[src/rtl/core/ddagr_pkg.sv]
package ddagr_pkg;

   localparam int unsigned ONE_FIX  = 65536;
   localparam int unsigned OUT_CEIL = (127 * 65536) / 8;
   localparam logic [30:0] RECIP_MAX = 31'h7FFF_FFFF;
   localparam int unsigned CW = 18;

   localparam logic [1:0] FACE_YN = 2'd0;
   localparam logic [1:0] FACE_XN = 2'd1;
   localparam logic [1:0] FACE_YP = 2'd2;
   localparam logic [1:0] FACE_XP = 2'd3;

   localparam logic [1:0] REG_STEP_LIMIT  = 2'd0;
   localparam logic [1:0] REG_SKY_TEXTURE = 2'd1;
   localparam logic [1:0] REG_MAP_WIDTH   = 2'd2;
   localparam logic [1:0] REG_MAP_HEIGHT  = 2'd3;

   typedef struct packed {
      logic [6:0]  step_limit;
      logic [15:0] sky_texture;
      logic [6:0]  map_width;
      logic [6:0]  map_height;
   } cfg_type;

   typedef struct packed {
      logic               req_type;
      logic signed [31:0] ray_x;
      logic signed [31:0] ray_y;
      logic signed [31:0] dir_x;
      logic signed [31:0] dir_y;
      logic [11:0]        cell_index;
      logic [15:0]        new_wall_floor_tex;
      logic [15:0]        new_wall_ceil_tex;
      logic signed [31:0] new_floor_height;
      logic signed [31:0] new_ceil_height;
      logic [15:0]        new_floor_tex;
      logic [15:0]        new_ceil_tex;
   } req_payload_type;

   typedef struct packed {
      logic signed [15:0] hit_cell_x;
      logic signed [15:0] hit_cell_y;
      logic signed [31:0] hit_along;
      logic signed [31:0] hit_distance;
      logic [1:0]         face;
      logic [15:0]        wall_floor_tex;
      logic [15:0]        wall_ceil_tex;
      logic signed [31:0] near_floor_height;
      logic signed [31:0] near_ceil_height;
      logic [15:0]        near_floor_tex;
      logic [15:0]        near_ceil_tex;
      logic               last_hit;
   } rsp_payload_type;

   typedef struct packed {
      logic [15:0]        wall_lo_tex;
      logic [15:0]        wall_hi_tex;
      logic signed [31:0] fheight;
      logic signed [31:0] cheight;
      logic [15:0]        ftex;
      logic [15:0]        ctex;
   } cell_type;

   typedef struct packed {
      logic capture;
      logic write_cell;
      logic div_start;
      logic div_sel_y;
      logic mul_x;
      logic mul_y;
      logic set_y;
      logic step;
      logic load;
      logic last;
   } cmd_type;

   typedef struct packed {
      logic div_done;
      logic out_free;
   } status_type;

endpackage

[src/rtl/core/ddagr_ctrl.sv]
module ddagr_ctrl #(
   parameter int MAX_HITS = 64
) (
   input  logic                   clock,
   input  logic                   reset,
   input  logic                   req_valid,
   input  logic                   req_is_cast,
   output logic                   req_ready,
   input  logic [6:0]             step_limit,
   input  ddagr_pkg::status_type  st,
   output ddagr_pkg::cmd_type     cmd
);
   import ddagr_pkg::*;

   localparam int HW = $clog2(MAX_HITS + 1);

   typedef enum logic [6:0] {
      ST_IDLE = 7'b0000001,
      ST_DIVX = 7'b0000010,
      ST_DIVY = 7'b0000100,
      ST_MULX = 7'b0001000,
      ST_MULY = 7'b0010000,
      ST_SETY = 7'b0100000,
      ST_STEP = 7'b1000000
   } state_type;

   // The load of a result waits after the step state until the output is free, tracked here.
   state_type      state_ff, state_in;
   logic           load_ff, load_in;
   logic [HW-1:0]  hit_cnt_ff, hit_cnt_in;
   logic [HW-1:0]  limit_ff, limit_in;
   logic [HW-1:0]  limit_now;
   logic           accept;

   assign limit_now = (step_limit > 7'(MAX_HITS)) ? HW'(MAX_HITS) : HW'(step_limit);
   assign req_ready = (state_ff == ST_IDLE) && !load_ff;
   assign accept    = req_valid && req_ready;

   always_comb begin
      cmd        = '0;
      state_in   = state_ff;
      load_in    = load_ff;
      hit_cnt_in = hit_cnt_ff;
      limit_in   = limit_ff;
      cmd.last   = (hit_cnt_ff == limit_ff - HW'(1));
      if (load_ff) begin
         if (st.out_free) begin
            cmd.load   = 1'b1;
            load_in    = 1'b0;
            hit_cnt_in = hit_cnt_ff + HW'(1);
            state_in   = cmd.last ? ST_IDLE : ST_STEP;
         end
      end else begin
         case (state_ff)
            ST_IDLE: begin
               if (accept) begin
                  if (req_is_cast) begin
                     cmd.capture = 1'b1;
                     limit_in    = limit_now;
                     hit_cnt_in  = '0;
                     if (limit_now != '0) begin
                        cmd.div_start = 1'b1;
                        state_in      = ST_DIVX;
                     end
                  end else begin
                     cmd.write_cell = 1'b1;
                  end
               end
            end
            ST_DIVX: begin
               if (st.div_done) begin
                  cmd.div_start = 1'b1;
                  cmd.div_sel_y = 1'b1;
                  state_in      = ST_DIVY;
               end
            end
            ST_DIVY: begin
               if (st.div_done) begin
                  state_in = ST_MULX;
               end
            end
            ST_MULX: begin
               cmd.mul_x = 1'b1;
               state_in  = ST_MULY;
            end
            ST_MULY: begin
               cmd.mul_y = 1'b1;
               state_in  = ST_SETY;
            end
            ST_SETY: begin
               cmd.set_y = 1'b1;
               state_in  = ST_STEP;
            end
            ST_STEP: begin
               cmd.step = 1'b1;
               load_in  = 1'b1;
            end
            default: begin
               state_in = ST_IDLE;
            end
         endcase
      end
   end

   always_ff @(posedge clock) begin
      if (reset) begin
         state_ff   <= ST_IDLE;
         load_ff    <= 1'b0;
         hit_cnt_ff <= '0;
         limit_ff   <= '0;
      end else begin
         state_ff   <= state_in;
         load_ff    <= load_in;
         hit_cnt_ff <= hit_cnt_in;
         limit_ff   <= limit_in;
      end
   end

   a_last_to_idle: assert property (@(posedge clock) disable iff (reset)
      (cmd.load && cmd.last) |=> (state_ff == ST_IDLE && !load_ff))
      else $error("final hit did not return the controller to idle");

   a_count_in_range: assert property (@(posedge clock) disable iff (reset)
      (state_ff == ST_STEP) |-> (hit_cnt_ff < limit_ff))
      else $error("hit counter ran past the step limit");

   a_div_follows: assert property (@(posedge clock) disable iff (reset)
      cmd.div_start |=> (state_ff == ST_DIVX || state_ff == ST_DIVY))
      else $error("divider started outside a divide state");

endmodule

[config.mk]
export PLATFORM = sky130hd
export DESIGN_NAME = ddagr_ctrl
export DESIGN_NICKNAME = d
export VERILOG_FILES = /design/src/rtl/core/ddagr_pkg.sv /design/src/rtl/core/ddagr_ctrl.sv
export SDC_FILE = /design/constraint.sdc
export NUM_CORES = 1
export LEC_CHECK = 0
export ABC_AREA = 1
export BUFFER_PORTS_ARGS = -buffer_cell sky130_fd_sc_hd__buf_2
export CORE_ASPECT_RATIO = 1.4
export CORE_MARGIN = 5
export CORE_UTILIZATION = 56
export CTS_BUF_LIST = sky130_fd_sc_hd__clkbuf_8 sky130_fd_sc_hd__clkbuf_16
export DETAILED_ROUTE_END_ITERATION = 10
export PLACE_DENSITY = 0.77
export SETUP_SLACK_MARGIN = 0.05
export SKIP_LAST_GASP = 1
export SYNTH_ARGS = -nofsm -noshare
export SYNTH_HDL_FRONTEND = slang
export SYNTH_SLANG_ARGS = --single-unit
[constraint.sdc]
create_clock -name clock -period 1.77 [get_ports clock]
set_clock_uncertainty 0.05 [all_clocks]
set_input_delay 0.354 -clock clock [delete_from_list [all_inputs] [get_ports clock]]
set_output_delay 0.354 -clock clock [all_outputs]
set_load 0.05 [all_outputs]
==> flow_summary.json, run 1 <==
{
  "post-route-drc-count": 0,
  "clk_pin_slew_worst_paths_ns": 0.08,
  "ys_warn_count": 0,
  "die_x_um": 53.7,
  "htree_levels": 1,
  "setup_viol": 8,
  "post-route-util_pct": 90.2,
  "grt_pass1_vias": 1718,
  "synth_top_area_cell": "dfxtp_1",
  "io_pins": 24,
  "p_total_mw": 2.95,
  "p_leak_nw": 1.11,
  "fp.coreArea_um2": 2590,
  "syn_inst": 235,
  "rsz0062_at_grt": "yes",
  "yosysTopAreaCellShare_pct": 29.4,
  "cp-start-kind": "flop",
  "crit_path_end_kind": "primary output",
  "critPathMaxFanout": 5,
  "postRouteAntennaNets": 0,
  "clock_path_buffers": 2,
  "critPathKind": "flop to primary output",
  "overflow": 0,
  "timing.hold.ws_ns": 0.297,
  "slew_headroom_pct": 71.1,
  "ys_types": 28,
  "p_per_area_nw_per_um2": 1260,
  "ir_drop_uv": 935,
  "hold_buffers": 0,
  "gp_congestion": 0.859,
  "viasPerCell": 5.87,
  "ys_seq_area_share_pct": 29.4,
  "fmax_mhz": 475,
  "hold_viol": 0,
  "die_h_um": 71.2,
  "wl_met2_um": 3080,
  "arrival_ns": 1.70,
  "dp.final_hpwl_um": 2740,
  "grt_first_pass_wirelength_um": 7300,
  "final_max_slew_viol_count": 0,
  "wirelength_um": 6010,
  "track_usage_pct": 25.2,
  "wire_per_inst_um": 18.2,
  "ys_seq_elements": 22,
  "final.min_clock_period_ns": 2.10,
  "failed_checks": "setup timing",
  "wl_met3_um": 454,
  "cts_tree": "done",
  "layout-drive-gt1-share_pct": 45.4,
  "critPathRequiredTime_ns": 1.37,
  "first_pass_iters": 5,
  "grt_antenna_before_repair": 0,
  "area_delta_synth_final_pct": 56.0,
  "avgSynthCellArea_um2": 6.37,
  "synth_area_leaders": "dfxtp_1, nand2_1, nor2_1",
  "vias": 1944,
  "fill_cells": 118,
  "fp.dieArea_um2": 3820,
  "cts_buffers": 3,
  "rows": 22,
  "setup_ws_ns": -0.335,
  "cts.sinks": 22,
  "min_period_over_period_pct": 119,
  "n_antenna_cell": 0,
  "clock_latency_ns": 0.27,
  "port_buffers": 23,
  "clock-root-buffer": "clkbuf_8",
  "synth_area_um2": 1500,
  "met1_length_um": 2140,
  "maxCapViolations": 0,
  "drt_iter0_markers": 114,
  "status": "finished with violations",
  "final_nets": 312,
  "hold_class": "input pin to flop",
  "grt_max_degree": 13,
  "synthesis.nets": 250,
  "top_layer": "met4",
  "initial_core_util_pct": 57.8,
  "tightest_slew_ns": 0.433
}
-- worst max-delay path, cell delays in order, from the launching register on --
cell,delay [ns]
dfxtp_1,0.38
or2_2,0.31
nor2_1,0.15
nand2_1,0.07
nand2_1,0.10
nand2_1,0.12
nor2_4,0.13
buf_6,0.16
-- area by class of cell --
class                      instances  area (um2)  share of cell area, %
clock buffer                       3        41.3                   1.77
multi-input combinational        179        1130                   48.5
sequential                        22         453                   19.4
inverter                          30         130                   5.57
tap                               36        45.0                   1.93
timing repair buffer              61         533                   22.8
-- flip-flops by register name, indices dropped and copies added, names as in the netlist --
signal      flops
state_ff        7
load_ff         1
limit_ff        7
hit_cnt_ff      7
-- through the flow --
| stage | instance area (um2) | worst slack (ns) | instances | TNS, ns |
|---|---|---|---|---|
| after floorplan | 1560 | -0.0677 | 235 | -0.0677 |
| after global placement | 1840 | -0.0720 | 309 | -0.0720 |
| after detailed placement | 1840 | -0.0756 | 309 | -0.0756 |
| after CTS | 2140 | -0.233 | 321 | -0.666 |
| after global routing | 2330 | -0.453 | 331 | -1.80 |
| final | 2330 | -0.335 | 331 | -1.32 |
-- path summary, 6_finish.rpt --
path                            startpoint                  endpoint  slack [ns]  cells past startpoint
setup / recovery  limit_ff[4]$_SDFFE_PP0P_                    cmd[0]       -0.33                      7
hold / removal               step_limit[5]  limit_ff[5]$_SDFFE_PP0P_        0.30                      3
setup reg to reg  state_ff[5]$_SDFFE_PP0P_  state_ff[4]$_SDFFE_PP0P_        0.04                     10
hold reg to reg   limit_ff[5]$_SDFFE_PP0P_  limit_ff[5]$_SDFFE_PP0P_        0.45                      2
-- logic make-up (layout without fill, tap and decap cells) --
logic type               after synthesis  in the layout  synth area share, %
XOR/XNOR                              10             10                 5.85
buffers and inverters                 35             94                 9.36
flip-flops                            22             22                 29.4
AO/OA/AOI/OAI                         28             28                 10.1
adder cells (fa/ha/maj)                2              2                 1.67
AND/OR/NAND/NOR                      138            139                 43.6
-- layer usage --
layer / up-vias / GRT usage [%]
met1: 903 / 28.4
met5: - / 0
li1: 870 / -
met3: 39 / 3.16
met2: 132 / 43.7
met4: 0 / 13.6
-- cell usage after synthesis, drive strengths merged --
| library cell | count |
|---|---|
| nand2 | 64 |
| nor2 | 46 |
| inv | 30 |
| dfxtp | 22 |
| nand3 | 19 |
| a21oi | 14 |
| o21ai | 12 |
| xor2 | 7 |
| nor3 | 4 |
| buf | 3 |
| nand4 | 3 |
| xnor2 | 3 |
| clkbuf | 2 |
| ha | 2 |
| a211oi | 1 |
| nor4 | 1 |
| o22ai | 1 |
| or2 | 1 |
-- cells in the final DEF (no fill, tap or decap), types with 10 or more instances in the layout --
master   instances
nand2_1         46
nor2_1          29
buf_4           29
inv_1           17
nand3_1         15
buf_2           13
nor2_4          12
a21oi_1         12
dfxtp_1         12
buf_6           12
dfxtp_2         10
-- report_power, final --
group          switching, mW  internal, mW  leakage [nW]
clock                  0.162         0.152        0.0216
sequential            0.0807         0.577         0.182
combinational           1.20         0.772         0.906
-- timing repair --
| action | 4_1_cts | 5_1_grt |
|---|---|---|
| endpoints found under the setup margin | 10 | 22 |
| gates cloned | 0 | 1 |
| setup buffers | 9 | 9 |
| pin swaps | 21 | 19 |
| resized for setup | 60 | 37 |
Power figures use the tool's default switching activity.
==> run 2, diff against run 1 <==
--- a/config.mk
+++ b/config.mk
@@ -9,10 +9,10 @@
 export BUFFER_PORTS_ARGS = -buffer_cell sky130_fd_sc_hd__buf_2
 export CORE_ASPECT_RATIO = 1.4
 export CORE_MARGIN = 5
-export CORE_UTILIZATION = 56
+export CORE_UTILIZATION = 50
 export CTS_BUF_LIST = sky130_fd_sc_hd__clkbuf_8 sky130_fd_sc_hd__clkbuf_16
 export DETAILED_ROUTE_END_ITERATION = 10
-export PLACE_DENSITY = 0.77
+export PLACE_DENSITY = 0.73
 export SETUP_SLACK_MARGIN = 0.05
 export SKIP_LAST_GASP = 1
 export SYNTH_ARGS = -nofsm -noshare
==> constraint.sdc (replaced) <==
create_clock -name clock -period 1.9 [get_ports clock]
set_clock_uncertainty 0.05 [all_clocks]
set_input_delay 0.38 -clock clock [delete_from_list [all_inputs] [get_ports clock]]
set_output_delay 0.38 -clock clock [all_outputs]
set_load 0.05 [all_outputs]
==> flow_summary.json, run 2 (synthesis gave the netlist of run 1 again) <==
{
  "die_h_um": 74.7,
  "critPathRequiredTime_ns": 1.47,
  "wire_per_inst_um": 12.6,
  "path_common_cell": "nand2_4",
  "place_area_um2": 1740,
  "final_common_cell": "nand2_1",
  "clock_latency_ns": 0.26,
  "vias": 1601,
  "combPwrFrac_pct": 62.5,
  "final_nets": 294,
  "clock_path_buffers": 2,
  "setup_ws_ns": -0.146,
  "p_leak_nw": 0.981,
  "overflow": 0,
  "post-route-util_pct": 71.0,
  "hold_class": "input pin to flop",
  "layout-drive-gt1-share_pct": 33.9,
  "p_sw_mw": 1.08,
  "final.min_clock_period_ns": 2.05,
  "grt_pass1_vias": 1524,
  "p_sw_share_pct": 45.3,
  "p_seq_share_pct": 25.3,
  "io_pins": 24,
  "tightest_slew_ns": 0.374,
  "crit_chain": "nor3_4, nand2_2, nor2_8, nand2_8, inv_8, nand2_4, nand2_4, buf_8",
  "cp-start-kind": "flop",
  "grt_first_pass_wirelength_um": 6420,
  "p_total_mw": 2.39,
  "maxCapViolations": 0,
  "slew_headroom_pct": 75.0,
  "post-route-drc-count": 0,
  "port_buffers": 23,
  "p_per_area_nw_per_um2": 1170,
  "p_int_mw": 1.31,
  "hold_start": "step_limit[5]",
  "failed_checks": "setup timing",
  "pre_cts_slack_ns": 0.0205,
  "area_delta_synth_final_pct": 36.6,
  "clock-root-buffer": "clkbuf_8",
  "fmax_mhz": 489,
  "clk_pin_slew_worst_paths_ns": 0.08,
  "n_antenna_cell": 0,
  "clkPwrFrac_pct": 12.2,
  "initial_core_util_pct": 52.0,
  "arrival_ns": 1.62,
  "wirelength_um": 3970,
  "critPathMaxFanout": 3,
  "grt_antenna_before_repair": 0,
  "critPathLaunch": "state_ff[5]$_SDFFE_PP0P_",
  "crit_path_end_kind": "primary output",
  "track_usage_pct": 19.4,
  "min_period_over_period_pct": 108,
  "rows": 23,
  "fp.dieArea_um2": 4200,
  "final_cell_mix": "nand2_1, nor2_1, inv_1",
  "htree_levels": 1,
  "final_max_slew_viol_count": 0,
  "reg_top3": "hit_cnt_ff x7, limit_ff x7, state_ff x7",
  "die_x_um": 56.2,
  "gp_congestion": 0.782,
  "critPathTopFamily": "simple AND/OR/NAND/NOR gates",
  "path_buf_inv": 2,
  "fp.coreArea_um2": 2880,
  "slowest_delay_ns": 0.36,
  "ir_drop_uv": 1330,
  "setup_viol": 5,
  "rsz0062_at_grt": "yes",
  "design_area_um2": 2040,
  "r2r_start": "state_ff[5]$_SDFFE_PP0P_",
  "postRouteAntennaNets": 0,
  "status": "finished with violations",
  "cts_buffers": 3,
  "cts_tree": "done",
  "viasPerCell": 5.10,
  "cts.sinks": 22,
  "critPathKind": "flop to primary output",
  "first_pass_iters": 4,
  "drt_iter0_markers": 57,
  "timing.hold.ws_ns": 0.318,
  "dp.final_hpwl_um": 2700,
  "slowest_stage": "dfxtp_4",
  "grt_max_degree": 13,
  "hold_viol": 0
}
==> run 2: cell count changes in the layout (fill, tap and decap cells not counted), moves of 3 or more <==
cell / change
buf_4: -9
buf_6: -6
dfxtp_2: -3
inv_1: +7
inv_2: -3
inv_4: -4
nand2_1: +9
nand2_2: -5
nand2_4: -4
nor2_1: +3
nor2_2: +4
nor2_4: -7
==> run 2: power by group through the flow <==
stage          Sequential, mW  Combinational, mW  Clock (mW)
2_1_floorplan           0.596              0.874           0
3_3_place_gp            0.606               1.11           0
3_5_place_dp            0.608               1.12           0
4_1_cts                 0.603               1.32       0.299
5_1_grt                 0.619               1.64       0.308
6_report                0.606               1.49       0.291
==> run 2: final cells by class <==
class	instances	area, um2
fillers	244	833
multi-input cells	178	1030
clock buffers	3	41.3
well taps	37	46.3
repair buffers	44	358
inverters	30	120
flip-flops and latches	22	453
==> run 2: path summary, 6_finish.rpt <==
check | end | slack [ns] | depth (start not counted)
max | cmd[7] | -0.15 | 8
max reg2reg | limit_ff[5]$_SDFFE_PP0P_ | 0.07 | 10
min reg2reg | limit_ff[5]$_SDFFE_PP0P_ | 0.43 | 2
min | limit_ff[5]$_SDFFE_PP0P_ | 0.32 | 3
==> run 2: routing by layer <==
| layer | up-vias | track usage [%] | part of all wire (%) |
|---|---|---|---|
| met1 | 725 | 20.4 | 38 |
| met5 | - | 0 | 0 |
| li1 | 831 | - | - |
| met3 | 13 | 2.06 | 3.1 |
| met2 | 32 | 37.2 | 56 |
| met4 | 0 | 11.9 | 3.1 |
==> run 2: per-stage QoR <==
| stage | TNS, ns | instances |
|---|---|---|
| floorplan | -0.0260 | 235 |
| global placement | 0 | 300 |
| detailed placement | 0 | 300 |
| CTS | -0.168 | 307 |
| global route | -1.00 | 314 |
| finish | -0.379 | 314 |
==> run 2: worst min-delay path, stage by stage <==
cell and delay (ns):
buf_2 0.10, nand3_1 0.07, nand2_1 0.05
==> run 2: repair_timing <==
action	4_1_cts	5_1_grt
pin swaps	6	9
gates resized for setup	38	26
endpoints found under the hold margin	0	0
setup buffers	4	8
endpoints found under the setup margin	11	10
hold buffers	0	0
==> run 3, diff against run 2 <==
--- a/config.mk
+++ b/config.mk
@@ -5,7 +5,7 @@
 export SDC_FILE = /design/constraint.sdc
 export NUM_CORES = 1
 export LEC_CHECK = 0
-export ABC_AREA = 1
+export ABC_AREA = 0
 export BUFFER_PORTS_ARGS = -buffer_cell sky130_fd_sc_hd__buf_2
 export CORE_ASPECT_RATIO = 1.4
 export CORE_MARGIN = 5
==> flow_summary.json, run 3 <==
{
  "maxCapViolations": 0,
  "ir_drop_uv": 1190,
  "postRouteAntennaNets": 0,
  "first_pass_iters": 4,
  "setup_viol": 31,
  "critPathRequiredTime_ns": 1.47,
  "min_period_over_period_pct": 136,
  "gp_congestion": 0.832,
  "yosysTopAreaCellShare_pct": 31.0,
  "final_cell_mix": "buf_4, buf_6, dfxtp_1",
  "failed_checks": "setup timing",
  "final_common_cell": "buf_4",
  "dp.final_hpwl_um": 3170,
  "ys_types": 47,
  "synth_area_leaders": "dfxtp_1, a21oi_1, nor2_1",
  "vias": 1744,
  "critPathKind": "flop to primary output",
  "crit_path_end_kind": "primary output",
  "yosysMostFrequentCell": "dfxtp_1",
  "synthesis.nets": 188,
  "htree_levels": 1,
  "synth_area_um2": 1420,
  "fp.dieArea_um2": 4030,
  "clock_path_buffers": 2,
  "r2r_start": "limit_ff[0]$_SDFFE_PP0P_",
  "fmax_mhz": 386,
  "wl_met3_um": 286,
  "die_x_um": 55.1,
  "grt_first_pass_wirelength_um": 9320,
  "syn_inst": 173,
  "synthArstFlopShare_pct": 0,
  "synth-edff-count": 0,
  "final_max_slew_viol_count": 0,
  "port_buffers": 23,
  "dp.cells": 270,
  "ys_warn_count": 0,
  "cts_tree": "done",
  "yosys-top-cells-count": "dfxtp_1, nor2_1, a21oi_1, nand2_1, nor3_1",
  "rsz0062_at_grt": "yes",
  "fp.coreArea_um2": 2790,
  "reg2regPathDepth": 8,
  "layout-drive-gt1-share_pct": 61.0,
  "critPathLaunch": "limit_ff[0]$_SDFFE_PP0P_",
  "setup_ws_ns": -0.688,
  "viasPerCell": 6.10,
  "grt_pass1_vias": 1906,
  "synth_ff_type": "dfxtp_1",
  "hold_start": "step_limit[3]",
  "track_usage_pct": 32.4,
  "cts_buffers": 3,
  "clock_latency_ns": 0.26,
  "hold_class": "input pin to flop",
  "final.min_clock_period_ns": 2.59,
  "wirelength_um": 6260,
  "p_total_mw": 2.64,
  "avgSynthCellArea_um2": 8.22,
  "final_cell_count_no_fill": 286,
  "grt_antenna_before_repair": 0,
  "area_delta_synth_final_pct": 72.9,
  "final_nets": 266,
  "grt_max_degree": 23,
  "io_pins": 24,
  "rows": 23,
  "top_layer": "met4",
  "ys_seq_area_share_pct": 31.0,
  "reg_top3": "hit_cnt_ff x7, limit_ff x7, state_ff x7",
  "pre_cts_slack_ns": -0.470,
  "arrival_ns": 2.16,
  "status": "finished with violations",
  "critPathMaxFanout": 2,
  "hold_viol": 0,
  "rr_endpoint": "state_ff[0]$_SDFFE_PP1P_",
  "p_leak_nw": 1.00,
  "wl_met2_um": 3310,
  "slew_headroom_pct": 67.2,
  "overflow": 0,
  "clk_pin_slew_worst_paths_ns": 0.07,
  "r2r_slack_ns": -0.46,
  "finalSetupTns_ns": -7.70,
  "post-route-drc-count": 0,
  "hold_depth": 3,
  "initial_core_util_pct": 51.0,
  "hold_end": "limit_ff[3]$_SDFFE_PP0P_",
  "n_antenna_cell": 0,
  "die_h_um": 73.1,
  "cts.sinks": 22,
  "tightest_slew_ns": 0.493,
  "hold_buffers": 0,
  "post-route-util_pct": 88.1,
  "p_per_area_nw_per_um2": 1070,
  "met1_length_um": 2230,
  "clock-root-buffer": "clkbuf_8",
  "drt_iter0_markers": 93,
  "cp-start-kind": "flop",
  "synth_top_area_cell": "dfxtp_1",
  "ys_seq_elements": 22,
  "wire_per_inst_um": 21.9
}
==> run 3: changes by cell type in the layout (fill, tap and decap cells not counted), sizes merged, moves of 6 or more <==
cell	previous run	this run
buf	44	86
nand3b	0	6
nor3	4	10
nand2	64	13
nor2	46	19
o21ai	12	5
nand3	19	0
inv	30	4
==> run 3: worst max-delay path: stages, from the launching register on <==
cell,delay (ns)
dfxtp_2,0.36
inv_4,0.04
ha_4,0.15
or3b_4,0.41
a2111oi_4,0.38
o311ai_4,0.13
a221oi_4,0.23
buf_6,0.20
==> run 3: worst max path at each step <==
stage / cells past startpoint / end / slack (ns)
after detailed placement: 7 / cmd[0] / -0.47
after global routing: 7 / cmd[0] / -0.77
after CTS: 8 / cmd[0] / -0.61
after global placement: 7 / cmd[0] / -0.46
final: 7 / cmd[0] / -0.69
after floorplan: 9 / state_ff[0]$_SDFFE_PP1P_ / -0.57
==> run 3: layout make-up <==
class / instances / area (um2)
well taps: 37 / 46.3
inverters: 5 / 25.0
multi-input cells: 133 / 1180
flip-flops and latches: 22 / 449
fillers: 128 / 332
repair buffers: 86 / 714
clock buffers: 3 / 41.3
==> run 3: cell families after synthesis <==
logic type               Yosys count  share of synthesized area, %
AO/OA/AOI/OAI                     36                          16.7
AND/OR/NAND/NOR                   79                          33.5
buffers and inverters             18                          6.95
XOR/XNOR                          13                          8.00
multiplexers                       3                          2.11
flip-flops                        22                          31.0
adder cells (fa/ha/maj)            2                          1.76
==> run 3: metal layers <==
| metal | GRT usage (%) | vias to the layer above |
|---|---|---|
| li1 | - | 770 |
| met1 | 35.3 | 838 |
| met2 | 55.8 | 92 |
| met3 | 5.32 | 44 |
| met4 | 19.5 | 0 |
| met5 | 0 | - |
==> run 3: where the power goes <==
group          total (mW)  internal, mW  switching, mW
clock network       0.290         0.141          0.149
logic                1.80         0.889          0.908
registers           0.551         0.509         0.0414
total                2.64          1.54           1.10
==> run 3: per-stage QoR <==
stage | hold slack [ns] | instance area, um2
6_report | 0.361 | 2460
5_1_grt | 0.367 | 2460
4_1_cts | 0.345 | 2360
3_5_place_dp | 0.422 | 2030
3_3_place_gp | 0.423 | 2030
2_1_floorplan | 0.396 | 1600
==> run 3: what timing repair did <==
action	4_1_cts	5_1_grt
gates resized for setup	60	20
endpoints found under the setup margin	30	31
buffers inserted	12	3
pin swaps	16	10
